File: config.mk
export PLATFORM = sky130hd
export DESIGN_NAME = bdeq_cell
export DESIGN_NICKNAME = d
export VERILOG_FILES = /design/src/hw/rtl/bdeq_pkg.sv /design/src/hw/rtl/bdeq_cell.sv
export SDC_FILE = /design/constraint.sdc
export NUM_CORES = 1
export LEC_CHECK = 0
export BUFFER_PORTS_ARGS = -buffer_cell sky130_fd_sc_hd__buf_2
export CAP_MARGIN = 20
export CORE_AREA = 4 4 81 113
export CTS_CLUSTER_DIAMETER = 40
export DETAILED_ROUTE_END_ITERATION = 10
export DIE_AREA = 0 0 85 117
export PLACE_DENSITY = 0.8
export SLEW_MARGIN = 10
export SYNTH_ARGS = -nofsm -noshare
export SYNTH_HDL_FRONTEND = slang
export SYNTH_SLANG_ARGS = --single-unit
File: constraint.sdc
create_clock -name clk_i -period 3.45 [get_ports clk_i]
set_clock_uncertainty 0.05 [all_clocks]
set_input_delay 0 -clock clk_i [delete_from_list [all_inputs] [get_ports clk_i]]
set_output_delay 0 -clock clk_i [all_outputs]
set_load 0.005 [all_outputs]
File: src/hw/rtl/bdeq_pkg.sv
// Shared types and constants for the bounded double-ended queue.
`timescale 1ns / 1ps

package bdeq_pkg;

  // Width of one stored word
  localparam int DATA_W = 32;
  // Width of the request code and the status code
  localparam int REQ_W  = 3;
  localparam int STAT_W = 2;
  // Width of the occupancy port
  localparam int OCC_W  = 7;

  // Request codes; unused codes behave as a peek
  typedef enum logic [REQ_W-1:0] {
    REQ_PUSH_FRONT = 3'd0,
    REQ_PUSH_REAR  = 3'd1,
    REQ_POP_FRONT  = 3'd2,
    REQ_POP_REAR   = 3'd3,
    REQ_PEEK       = 3'd4
  } req_e;

  // Result status codes
  typedef enum logic [STAT_W-1:0] {
    ST_DONE  = 2'd0,
    ST_FULL  = 2'd1,
    ST_EMPTY = 2'd2
  } status_e;

  // What every cell of one chain does in a cycle
  typedef enum logic [1:0] {
    OP_HOLD   = 2'd0,  // keep the word
    OP_GROW   = 2'd1,  // take the word from the neighbor nearer the chain head
    OP_SHRINK = 2'd2,  // take the word from the neighbor farther from the head
    OP_APPEND = 2'd3   // the cell at the current count takes the pushed word
  } chain_op_e;

  // Control broadcast from the top level to every cell
  typedef struct packed {
    chain_op_e               fwd_op;  // chain with the front word at cell 0
    chain_op_e               rev_op;  // chain with the rear word at cell 0
    logic signed [DATA_W-1:0] value;  // pushed word
  } cell_ctrl_t;

endpackage

File: src/hw/rtl/bdeq_cell.sv
// One storage cell of the deque: a word of the front-first chain and a word
// of the rear-first chain.
`timescale 1ns / 1ps

module bdeq_cell (
  input  logic                              clk_i,
  input  bdeq_pkg::cell_ctrl_t              ctrl_i,
  input  logic                              at_count_i,
  input  logic signed [bdeq_pkg::DATA_W-1:0] fwd_near_i,
  input  logic signed [bdeq_pkg::DATA_W-1:0] fwd_far_i,
  input  logic signed [bdeq_pkg::DATA_W-1:0] rev_near_i,
  input  logic signed [bdeq_pkg::DATA_W-1:0] rev_far_i,
  output logic signed [bdeq_pkg::DATA_W-1:0] fwd_o,
  output logic signed [bdeq_pkg::DATA_W-1:0] rev_o
);
  import bdeq_pkg::*;

  logic signed [DATA_W-1:0] fwd_q, fwd_d;
  logic signed [DATA_W-1:0] rev_q, rev_d;

  // Front-first chain word
  always_comb begin
    unique case (ctrl_i.fwd_op)
      OP_HOLD:   fwd_d = fwd_q;
      OP_GROW:   fwd_d = fwd_near_i;
      OP_SHRINK: fwd_d = fwd_far_i;
      OP_APPEND: fwd_d = at_count_i ? ctrl_i.value : fwd_q;
      default:   fwd_d = fwd_q;
    endcase
  end

  // Rear-first chain word
  always_comb begin
    unique case (ctrl_i.rev_op)
      OP_HOLD:   rev_d = rev_q;
      OP_GROW:   rev_d = rev_near_i;
      OP_SHRINK: rev_d = rev_far_i;
      OP_APPEND: rev_d = at_count_i ? ctrl_i.value : rev_q;
      default:   rev_d = rev_q;
    endcase
  end

  // Payload only; dead words are never shown
  always_ff @(posedge clk_i) begin
    fwd_q <= fwd_d;
    rev_q <= rev_d;
  end

  assign fwd_o = fwd_q;
  assign rev_o = rev_q;

endmodule

==> results list, run 1 <==
* Outcome: finished, violations left
- Failing checks: negative hold slack
* Data arrival time of the worst path: 1.57 ns
* Clock tree from TritonCTS: built
- After layout, the minimum clock period comes to 1.562 ns.
- The worst path uses 45.27% of the clock period.
* Worst-Margin Slew: 0.6497 ns
* Unique cell type count in the Yosys netlist: 10
* Residual DRC count: 0
- Pwr/cell area: 429.9 mW/mm²
* Required time worst endpoint: 3.46 ns
* Nets in the synthesized netlist: 450
* Initial antenna violation count: 0
* Ports: 230
- Count of state elements after synthesis: 64
* First-pass GRT wire length: 16130 µm
- Summing all flip-flop and latch instances after layout gives 0.001922 mm².
- Static leakage: 0.002563 µW
* Largest net degree at the start of global routing: 66
- The max-slew violation count was 0.
- Setup violations remaining at the end of the flow were counted as 0.
- After synthesis the cells add up to 0.003366 mm².
- Count of clock tree sinks: 64
- Startpoint type of the worst setup path: input pin
* Number of diodes: 0
* Chip Width: 85 µm
- Number of nets in the layout: 731
- Type of element capturing the critical path: flop
- Final setup margin: 1.888 ns
* Cells on Worst Hold Path: 3
- After the flow finishes, the layout carries non-filler instances totaling 671.
* Core region area: 0.008149 mm²
* Top fanout value on the critical path: 38
- The Yosys step of the flow raised 0 warnings.
* Die span in y: 117 µm
- Before CTS, the worst setup slack after placement is 1.546 ns.
- Total CTS buffers: 9
- Slowest stage cell on the critical path: dlygate4sd3_1
* Number of buffers inserted for hold repair after clock tree synthesis: 57
- Unrepaired setup endpoints after global routing: false
* Final Wtd Congestion: 0.7547
- Setup_tns: 0 ns
- The tree is rooted in a clkbuf_16.
- Counting every instance in the synthesized netlist gives 284.
- Most frequent cells in the layout: buf_2 (229), nor2_1 (66), mux2i_1 (64), a21oi_1 (64), edfxtp_1 (64)
* Initial DRT Pass Iterations: 4
- The critical path in this run is classified as input pin to flop.
- Slew headroom: 56.69%
- Via total after detailed routing: 3329
* Vias/cell: 4.961
- Max Buffers Root-to-Sink: 2
* Total Routed Length: 11110 µm
- The die covers 0.009945 mm².
* Area delta synth->final: 59.93%
* Number of placed cells counting well taps: 597
- Maximum clock frequency: 0.6403 GHz
* Most common cell after layout, fill and taps aside: buf_2
- In the final layout, the share of cells above drive strength 1 is 43.94%.
* Sequence of cells on the critical path: buf_2, buf_4, a21oi_1, dlygate4sd3_1
- Filler cells: 630
* Row count: 39
- Worst hold path class: input pin to flop
- Mean post-synth cell area: 11.85 µm²
- Largest stage delay on the critical path: 0.57 ns
* Number of cells upsized or downsized after cts: 0
* Port-buffer cells: 229
* Overall global routing resource usage: 20.92%
- Iteration-0 DRC count of the detailed router: 153
- On the final layout, the worst hold slack is -0.005049 ns.
- Once detail routing completed, the nets flagged for antenna violations numbered 0.
- Detailed-placement wirelength estimate: 7484 µm
* Destination of the worst hold path: rev_o[1]
- Via count of the first global-routing pass: 3425
- Launch point of the worst hold path: rev_near_i[1]
- Hold Vio Cnt, Final: 1
- Maximum capacitance violations: 0
* Depth of the CTS H-tree: 3
- After clock tree synthesis, the clock-pin slew on the worst setup and hold paths is 0.05 ns.
* Starting utilization of the core area: 41.30%
- Summing all multi-input logic gate instances after layout gives 0.001254 mm².
* Setup fix buffers added after clock tree synthesis: 0
- Maximum VDD drop: 0.2772 mV
- Dividing the detail-routed wire length by the instance count gives 16.55 µm.
- Sequential share of the synthesized area: 57.10%
- Global route total overflow: 0
## metrics by stage
step / area [µm²] / power [µW] / utilization, %
after floorplan: 3366 / 1200 / -
after global placement: 4479 / 1410 / 54.97
after detailed placement: 4479 / 1423 / 54.97
after CTS: 5328 / 2315 / 65.38
after global routing: 5383 / 2414 / 66.05
final: 5383 / 2314 / 66.05
## worst max-delay path: cells and delay by family
| family | cells | cell delay, ns |
|---|---|---|
| compound gates | 1 | 0.12 |
| buf+inv | 3 | 1.44 |
## synth_stat cells (all sizes together)
master / number / area share, %
edfxtp: 64 / 57
clkbuf: 4 / 0.45
buf: 18 / 5.9
nor2b: 2 / 0.37
mux2i: 64 / 19
a21oi: 66 / 9.8
nor2: 66 / 7.4
## how the worst max path moves through the flow
stage	to	slack [ns]	from	cells after the start
floorplan	rev_o[0]	1.06	ctrl_i[33]	3
global placement	rev_o[26]	1.61	ctrl_i[33]	3
detailed placement	rev_o[7]	1.55	ctrl_i[33]	3
CTS	rev_o[10]	1.87	ctrl_i[33]	3
global route	rev_o[27]	1.80	ctrl_i[33]	4
finish	rev_o[25]	1.89	ctrl_i[33]	4
## where the power goes
| part | internal (µW) | switching (µW) | leakage, µW |
|---|---|---|---|
| Sequential | 980 | 25.4 | 0.000639 |
| Clock | 548 | 292 | 0.000140 |
| Combinational | 249 | 221 | 0.00178 |
## final cells by class
type,instances,area share [%]
repair buffers,292,33.47
clock inverters,5,0.9066
flip-flops and latches,64,35.70
well taps,102,2.371
multi-input cells,198,23.29
clock buffers,10,4.254
## cell families after synthesis
| logic type | Yosys count | share of synthesized area [%] |
|---|---|---|
| AO/OA/AOI/OAI | 66 | 9.814 |
| multiplexers | 64 | 19.03 |
| AND/OR/NAND/NOR | 68 | 7.732 |
| flip-flops | 64 | 57.10 |
| buffers and inverters | 22 | 6.320 |
## routing by layer
layer	vias to the layer above	part of all wire, %	GRT usage [%]
met5	-	0	0
met3	26	8.6	5.042
li1	1600	-	-
met2	176	55	39.68
met4	0	2.7	10.14
met1	1527	34	21.32
## flip-flops by register name, summed over array words and instances, names as in the netlist
register and flops:
fwd_o 32, rev_o 32
Power figures use the tool's default switching activity.
==> run 2: changes to the inputs <==
==> constraint.sdc (replaced) <==
create_clock -name clk_i -period 1.55 [get_ports clk_i]
set_clock_uncertainty 0.05 [all_clocks]
set_input_delay 0 -clock clk_i [delete_from_list [all_inputs] [get_ports clk_i]]
set_output_delay 0 -clock clk_i [all_outputs]
set_load 0.005 [all_outputs]
==> run 2 against run 1 <==
- hold slack improved by 0.0080 ns
- via count grew 3.1%
- combinational power is 130% higher
- sequential power grew 120%
- first-iteration DRC count rose by 0.65%
- sequential share of layout area down 0.87 points
- flip-flop and latch count unchanged
- largest cell class is now buffers
- clock power increased by 100%
- the flow now finishes without violations
- global-route usage is 1.1 points higher
- critical endpoint is now fwd_o[5]
- setup slack worse by 1.8 ns
==> results list, run 2 (synthesis gave the netlist of run 1 again) <==
- The run finished with clean final reports.
* Post-layout min period: 1.475 ns
* Initial antenna violation count: 0 (unchanged)
* Starting utilization of the core area: 41.30% (unchanged)
- Chip Width: 85 µm (unchanged)
- Max Buffers Root-to-Sink: 2 (unchanged)
* Area delta synth->final: 63.94%
- The largest fanout on the critical path is 1 (-97%).
- Required time worst endpoint: 1.56 ns (-1.90 ns)
- Total Routed Length: 11360 µm (+2.3%)
- First-pass GRT wire length: 17140 µm (+6.2%)
- The largest net degree at the start of global routing is 41 (-38%).
- STA classifies the critical path endpoint as a flop.
- The biggest cell delay along the critical path is 0.59 ns (+0.02 ns).
* Worst hold path class: input pin to flop
- Clock tree from TritonCTS: built
* Int Power: 3825 µW (+120%)
- The count of endpoints failing hold in the final timing report is 0 (-1).
* Overall global routing resource usage: 21.99% (+1.1 points)
* Final setup violation count: 0 (unchanged)
- Maximum capacitance violations: 0 (unchanged)
- Sw Share: 23.64% (+0.40 points)
* Clk root buf: clkbuf_16
- Vias/cell: 4.987 (+0.52%)
* Final routed wire length divided by cell count: 16.51 µm (-0.22%)
- The filler cell count in the final layout is 578 (-8.3%).
- The number of nets in the layout is 749 (+2.5%).
- Fraction of final layout cells sized beyond drive strength 1: 42.83% (-1.1 points)
- Count of clock tree sinks: 64 (unchanged)
- The count of H-tree levels built during CTS was 3 (unchanged).
- Cell area after placement: 0.004562 mm² (+1.8%)
* Final worst path period share: 95.18%
- Sequence of cells on the critical path: dlygate4sd3_1, buf_2, nor2_1, a21oi_1, dlygate4sd3_1
- Most common cell after layout, fill and taps aside: buf_2
- Finished Layout Cells: 688 (+2.5%)
- Via count of the first global-routing pass: 3678 (+7.4%)
- Critical path class: input pin to flop
* Detailed-placement wirelength estimate: 7704 µm (+2.9%)
* Global route total overflow: 0 (unchanged)
* Worst-Margin Slew: 0.4052 ns (-0.2444 ns)
- Worst slack, placed: 0.4065 ns (-1.140 ns)
- Row count: 39 (unchanged)
- The chip height came to 117 µm (unchanged).
- The leakage component of the power is 0.002616 µW (+2.1%).
- The final worst-path setup slack came to 0.07466 ns (-1.813 ns).
* Most frequent cells in the layout: buf_2 (229), dlygate4sd3_1 (71), nor2_1 (66)
- The number of placed I/O pins was 230 (unchanged).
* Data arrival time of the worst path: 1.49 ns (-0.08 ns)
- The length of the first detailed-routing pass in iterations came to 4 (unchanged).
- For hold timing, the worst endpoint is fwd_o[18].
- Total CTS buffers: 9 (unchanged)
* Clock power frac: 33.6% (-2.7 points)
- Summed area of non-filler cells in the final layout: 0.005518 mm² (+2.5%)
* Slew headroom: 72.98% (+16 points)
* Maximum clock frequency: 0.6778 GHz
* Slowest stage cell on the critical path: dlygate4sd3_1
- Cell repeated most along the worst path: dlygate4sd3_1
- Iteration-0 DRC count of the detailed router: 154 (+0.65%)
* Number of cells upsized or downsized after cts: 0 (unchanged)
- Clk slew on worst S/H paths: 0.05 ns (about the same)
- Combinational fraction of design power: 21.8% (+1.5 points)
- Unrepaired setup endpoints after global routing: false
* Cells on Worst Hold Path: 3 (unchanged)
- Number of placed cells counting well taps: 603 (+1.0%)
- The diode insertion count for antenna repair was 0 (unchanged).
- Maximum VDD drop: 0.6785 mV (+140%)
- Port-buffer cells: 229 (unchanged)
* Launch point of the worst hold path: fwd_near_i[18]
* Routed Antenna Nets: 0 (unchanged)
- The number of remaining DRC errors is 0 (unchanged).
- The power share of the sequential group is 44.7% (+1.3 points).
- Slew Limit Fails: 0 (unchanged)
- The worst setup path is launched from an input pin.
- The vias after detailed routing is 3431 (+3.1%).
- The setup TNS was 0 ns (unchanged).
- Final Wtd Congestion: 0.8201 (+8.7%)
- Full die area: 0.009945 mm² (unchanged)
- Pwr/cell area: 907.8 mW/mm² (+110%)
- Core region area: 0.008149 mm² (unchanged)
- The switching power is 1184 µW (+120%).
run 2: cell count changes in the layout (fill, tap and decap cells not counted):
cell | previous run | this run
buf_4 | 4 | 7
buf_12 | 0 | 3
bufinv_16 | 1 | 0
clkbuf_1 | 1 | 3
dlygate4sd3_1 | 57 | 71
buf_16 | 2 | 0
clkinv_2 | 3 | 1
run 2: metrics by stage:
stage / util (%) / power, µW / hold WS (ns)
CTS: 67.71 / 5042 / 0.0001129
global placement: 55.98 / 3161 / 0.2599
detailed placement: 55.98 / 3189 / 0.2762
floorplan: - / 2674 / 0.1750
global route: 67.71 / 5229 / 0.01450
finish: 67.71 / 5009 / 0.002998
run 2: worst max-delay path: cells and delay by family:
kind / cells / cell delay, ns
AND/OR/NAND/NOR: 1 / 0.16
AO/OA/AOI/OAI: 1 / 0.08
buffers and inverters: 3 / 1.24
run 2: power by group through the flow:
stage / clock network [µW] / registers [µW] / logic [µW]
after floorplan: 0 / 2310 / 369
after global placement: 0 / 2270 / 896
after detailed placement: 0 / 2270 / 921
after CTS: 1730 / 2240 / 1070
after global routing: 1790 / 2260 / 1180
final: 1680 / 2240 / 1090
run 2: routing by layer:
layer  GRT usage, %  share of wire (%)  up-vias
li1               -                  -     1633
met2          41.91                 55      194
met4          10.35                3.0        0
met1          22.43                 35     1572
met5              0                  0        -
met3          5.182                7.4       32
run 2: how the worst max path moves through the flow:
stage	startpoint	end	slack (ns)
after floorplan	ctrl_i[33]	rev_o[0]	0.20
after detailed placement	ctrl_i[34]	fwd_o[7]	0.41
final	fwd_near_i[5]	fwd_o[5]	0.07
after CTS	fwd_near_i[31]	fwd_o[31]	0.22
after global routing	fwd_near_i[5]	fwd_o[5]	0.08
after global placement	ctrl_i[34]	fwd_o[8]	0.43
run 2: final cells by class:
cell class	count	area [µm²]	share of cell area [%]
Timing Repair Buffer	310	1969	35.69
Tap cell	102	127.6	2.313
Multi-Input combinational cell	198	1254	22.72
Sequential cell	64	1922	34.83
Clock buffer	12	236.5	4.286
Clock inverter	2	8.758	0.1587
run 2: what timing repair did:
item / CTS / global route
hold buffers: 71 / 0
setup buffers: 0 / 0
endpoints found under the hold margin: 60 / 0
endpoints found under the setup margin: 0 / 0
==> run 3: changes to the inputs <==
--- a/config.mk
+++ b/config.mk
@@ -11,7 +11,7 @@
 export CTS_CLUSTER_DIAMETER = 40
 export DETAILED_ROUTE_END_ITERATION = 10
 export DIE_AREA = 0 0 85 117
-export PLACE_DENSITY = 0.8
+export PLACE_DENSITY = 0.88
 export SLEW_MARGIN = 10
 export SYNTH_ARGS = -nofsm -noshare
 export SYNTH_HDL_FRONTEND = slang
==> constraint.sdc (replaced) <==
create_clock -name clk_i -period 1.55 [get_ports clk_i]
set_clock_uncertainty 0.05 [all_clocks]
set_input_delay 0.31 -clock clk_i [delete_from_list [all_inputs] [get_ports clk_i]]
set_output_delay 0.31 -clock clk_i [all_outputs]
set_load 0.005 [all_outputs]
==> run 3 against run 2 <==
- flip-flop and latch count unchanged
- hold slack improved by 0.26 ns
- clock power grew 12%
==> results list, run 3 (synthesis gave the netlist of run 1 again) <==
- Outcome: finished, final reports clean
* Depth of the CTS H-tree: 3 (unchanged)
- Final setup violation count: 0 (unchanged)
* Starting utilization of the core area: 41.30% (unchanged)
- The global-route wire length before repair is 15260 µm (-11%).
* Ports: 230 (unchanged)
* Via total after detailed routing: 3103 (-9.6%)
- The detailed router's first-iteration violation count was 111 (-28%).
* Most frequent cells in the layout: buf_2 (229), mux2i_1 (64), nor2_1 (64), a21oi_1 (64), edfxtp_1 (64)
- The instance count on the critical path is 1 (-4).
* Worst-Margin Slew: 0.3449 ns (-0.06031 ns)
- The biggest cell delay along the critical path is 0.41 ns (-0.18 ns).
- Summed area of non-filler cells in the final layout: 0.004937 mm² (-11%)
- Clock tree from TritonCTS: built
* Largest net degree at the start of global routing: 37 (-9.8%)
* Clk root buf: clkbuf_16
- Data arrival time of the worst path: 0.87 ns (-0.62 ns)
- The total grt overflow came to 0 (unchanged).
* Filler cells: 678 (+17%)
* Type of element capturing the critical path: output port
- Sequence of cells on the critical path: buf_2
* Final worst path period share: 79.54% (-16 points)
* Final routed wire length divided by cell count: 16.49 µm (-0.16%)
- The setup TNS was 0 ns (unchanged).
- The number of remaining DRC errors came to 0 (unchanged).
* Top fanout value on the critical path: 1 (unchanged)
- Initial antenna violation count: 0 (unchanged)
* Met2 layer usage reported by global route: 37.55% (-4.4 points)
* Most heavily used metal layer in global routing: met2
- The number of cells traversed by the worst hold path came to 3 (unchanged).
- Critical path class: flop to output port
* Routed Antenna Nets: 0 (unchanged)
- STA classifies the critical path startpoint as a flop.
- Met1 capacity usage during global routing: 20.24% (-2.2 points)
- Die span in y: 117 µm (unchanged)
- Initial DRT Pass Iterations: 4 (unchanged)
* Unrepaired setup endpoints after global routing: false
- Maximum VDD drop: 0.5805 mV (-14%)
- The total die area came to 0.009945 mm² (unchanged).
- The path class of the tightest hold or removal check is input pin to flop.
* Cell area after placement: 0.004657 mm² (+2.1%)
- Most common cell after layout, fill and taps aside: buf_2
- The max-slew violation count came to 0 (unchanged).
- The final wirelength is 10240 µm (-9.9%).
* Vias/cell: 4.997 (+0.20%)
- Count of clock tree sinks: 64 (unchanged)
- Pwr/cell area: 1027 mW/mm² (+13%)
- Number of buffers inserted for hold repair after clock tree synthesis: 0 (-100%)
- Number of buffers and inverters on the critical path: 1 (-2)
* Number of diodes: 0 (unchanged)
- The maximum root-to-sink buffer count is 2 (unchanged).
- The core outline area is 0.008149 mm² (unchanged).
- The highest clock rate was 0.8111 GHz (+20%).
* Final Wtd Congestion: 0.7962 (-2.9%)
* Fraction of final layout cells sized beyond drive strength 1: 49.90% (+7.1 points)
* Slew headroom: 77.01% (+4.0 points)
- Chip Width: 85 µm (unchanged)
- Met3 Use GR: 5.812% (+0.63 points)
- Hold Vio Cnt, Final: 0 (unchanged)
* Setup fix buffers added after clock tree synthesis: 0 (unchanged)
* Maximum capacitance violations: 0 (unchanged)
- The worst-case hold slack came to 0.2647 ns (+0.2617 ns).
* Detailed-placement wirelength estimate: 8216 µm (+6.6%)
- The count of input and output buffers was 229 (unchanged).
* Row count: 39 (unchanged)
- The final critical path time including I/O delays and setup came to 1.233 ns (-0.2425 ns).
- Slowest stage cell on the critical path: edfxtp_1
- Via count of the first global-routing pass: 3171 (-14%)
- Area delta synth->final: 46.69%
* Total CTS buffers: 9 (unchanged)
* Static leakage: 0.002382 µW (-8.9%)
- Overall global routing resource usage: 20.00% (-2.0 points)
- The clock-pin slew on the worst setup and hold paths came to 0.05 ns (about the same).
* Required time worst endpoint: 1.19 ns (-0.37 ns)
- Number of cells upsized or downsized after cts: 0 (unchanged)
- The number of nets in the layout is 680 (-9.2%).
- Broken down by cell family, the worst path's largest delay share belongs to flip-flops.
run 3: cell types whose count changed in the layout (fill, tap and decap cells not counted), sizes merged:
cell | before | now
bufinv | 0 | 1
buf | 239 | 241
dlygate4sd3 | 71 | 0
clkbuf | 12 | 11
clkinv | 2 | 4
run 3: metal layers:
metal | up-vias | part of all wire (%)
met5 | - | 0
met4 | 0 | 2.8
met3 | 23 | 7.7
met2 | 149 | 55
met1 | 1423 | 35
li1 | 1508 | -
run 3: per-stage QoR:
stage,util [%],instances,setup WS [ns],total power (µW)
after floorplan,-,284,-0.04567,2695
after global placement,57.15,605,0.1256,3184
after detailed placement,57.15,605,0.04798,3228
after CTS,60.59,621,0.3005,5138
after global routing,60.59,621,0.2927,5323
final,60.59,621,0.3171,5073
run 3: power by group:
group	switching, µW	internal [µW]	leakage, µW
logic	462	485	0.00161
clock network	660	1230	0.000138
registers	59.6	2180	0.000639
total	1180	3890	0.00238
run 3: worst paths after layout:
kind	to	start
max	fwd_o[24]	fwd_o[24]
min	rev_o[2]	rev_near_i[2]
run 3: area by class of cell:
type | instances | area (µm²) | area share [%]
clock buffer | 11 | 232.7 | 4.714
timing repair buffer | 241 | 1324 | 26.81
tap | 102 | 127.6 | 2.585
sequential | 64 | 1922 | 38.93
multi-input combinational | 198 | 1284 | 26.00
clock inverter | 5 | 47.55 | 0.9630
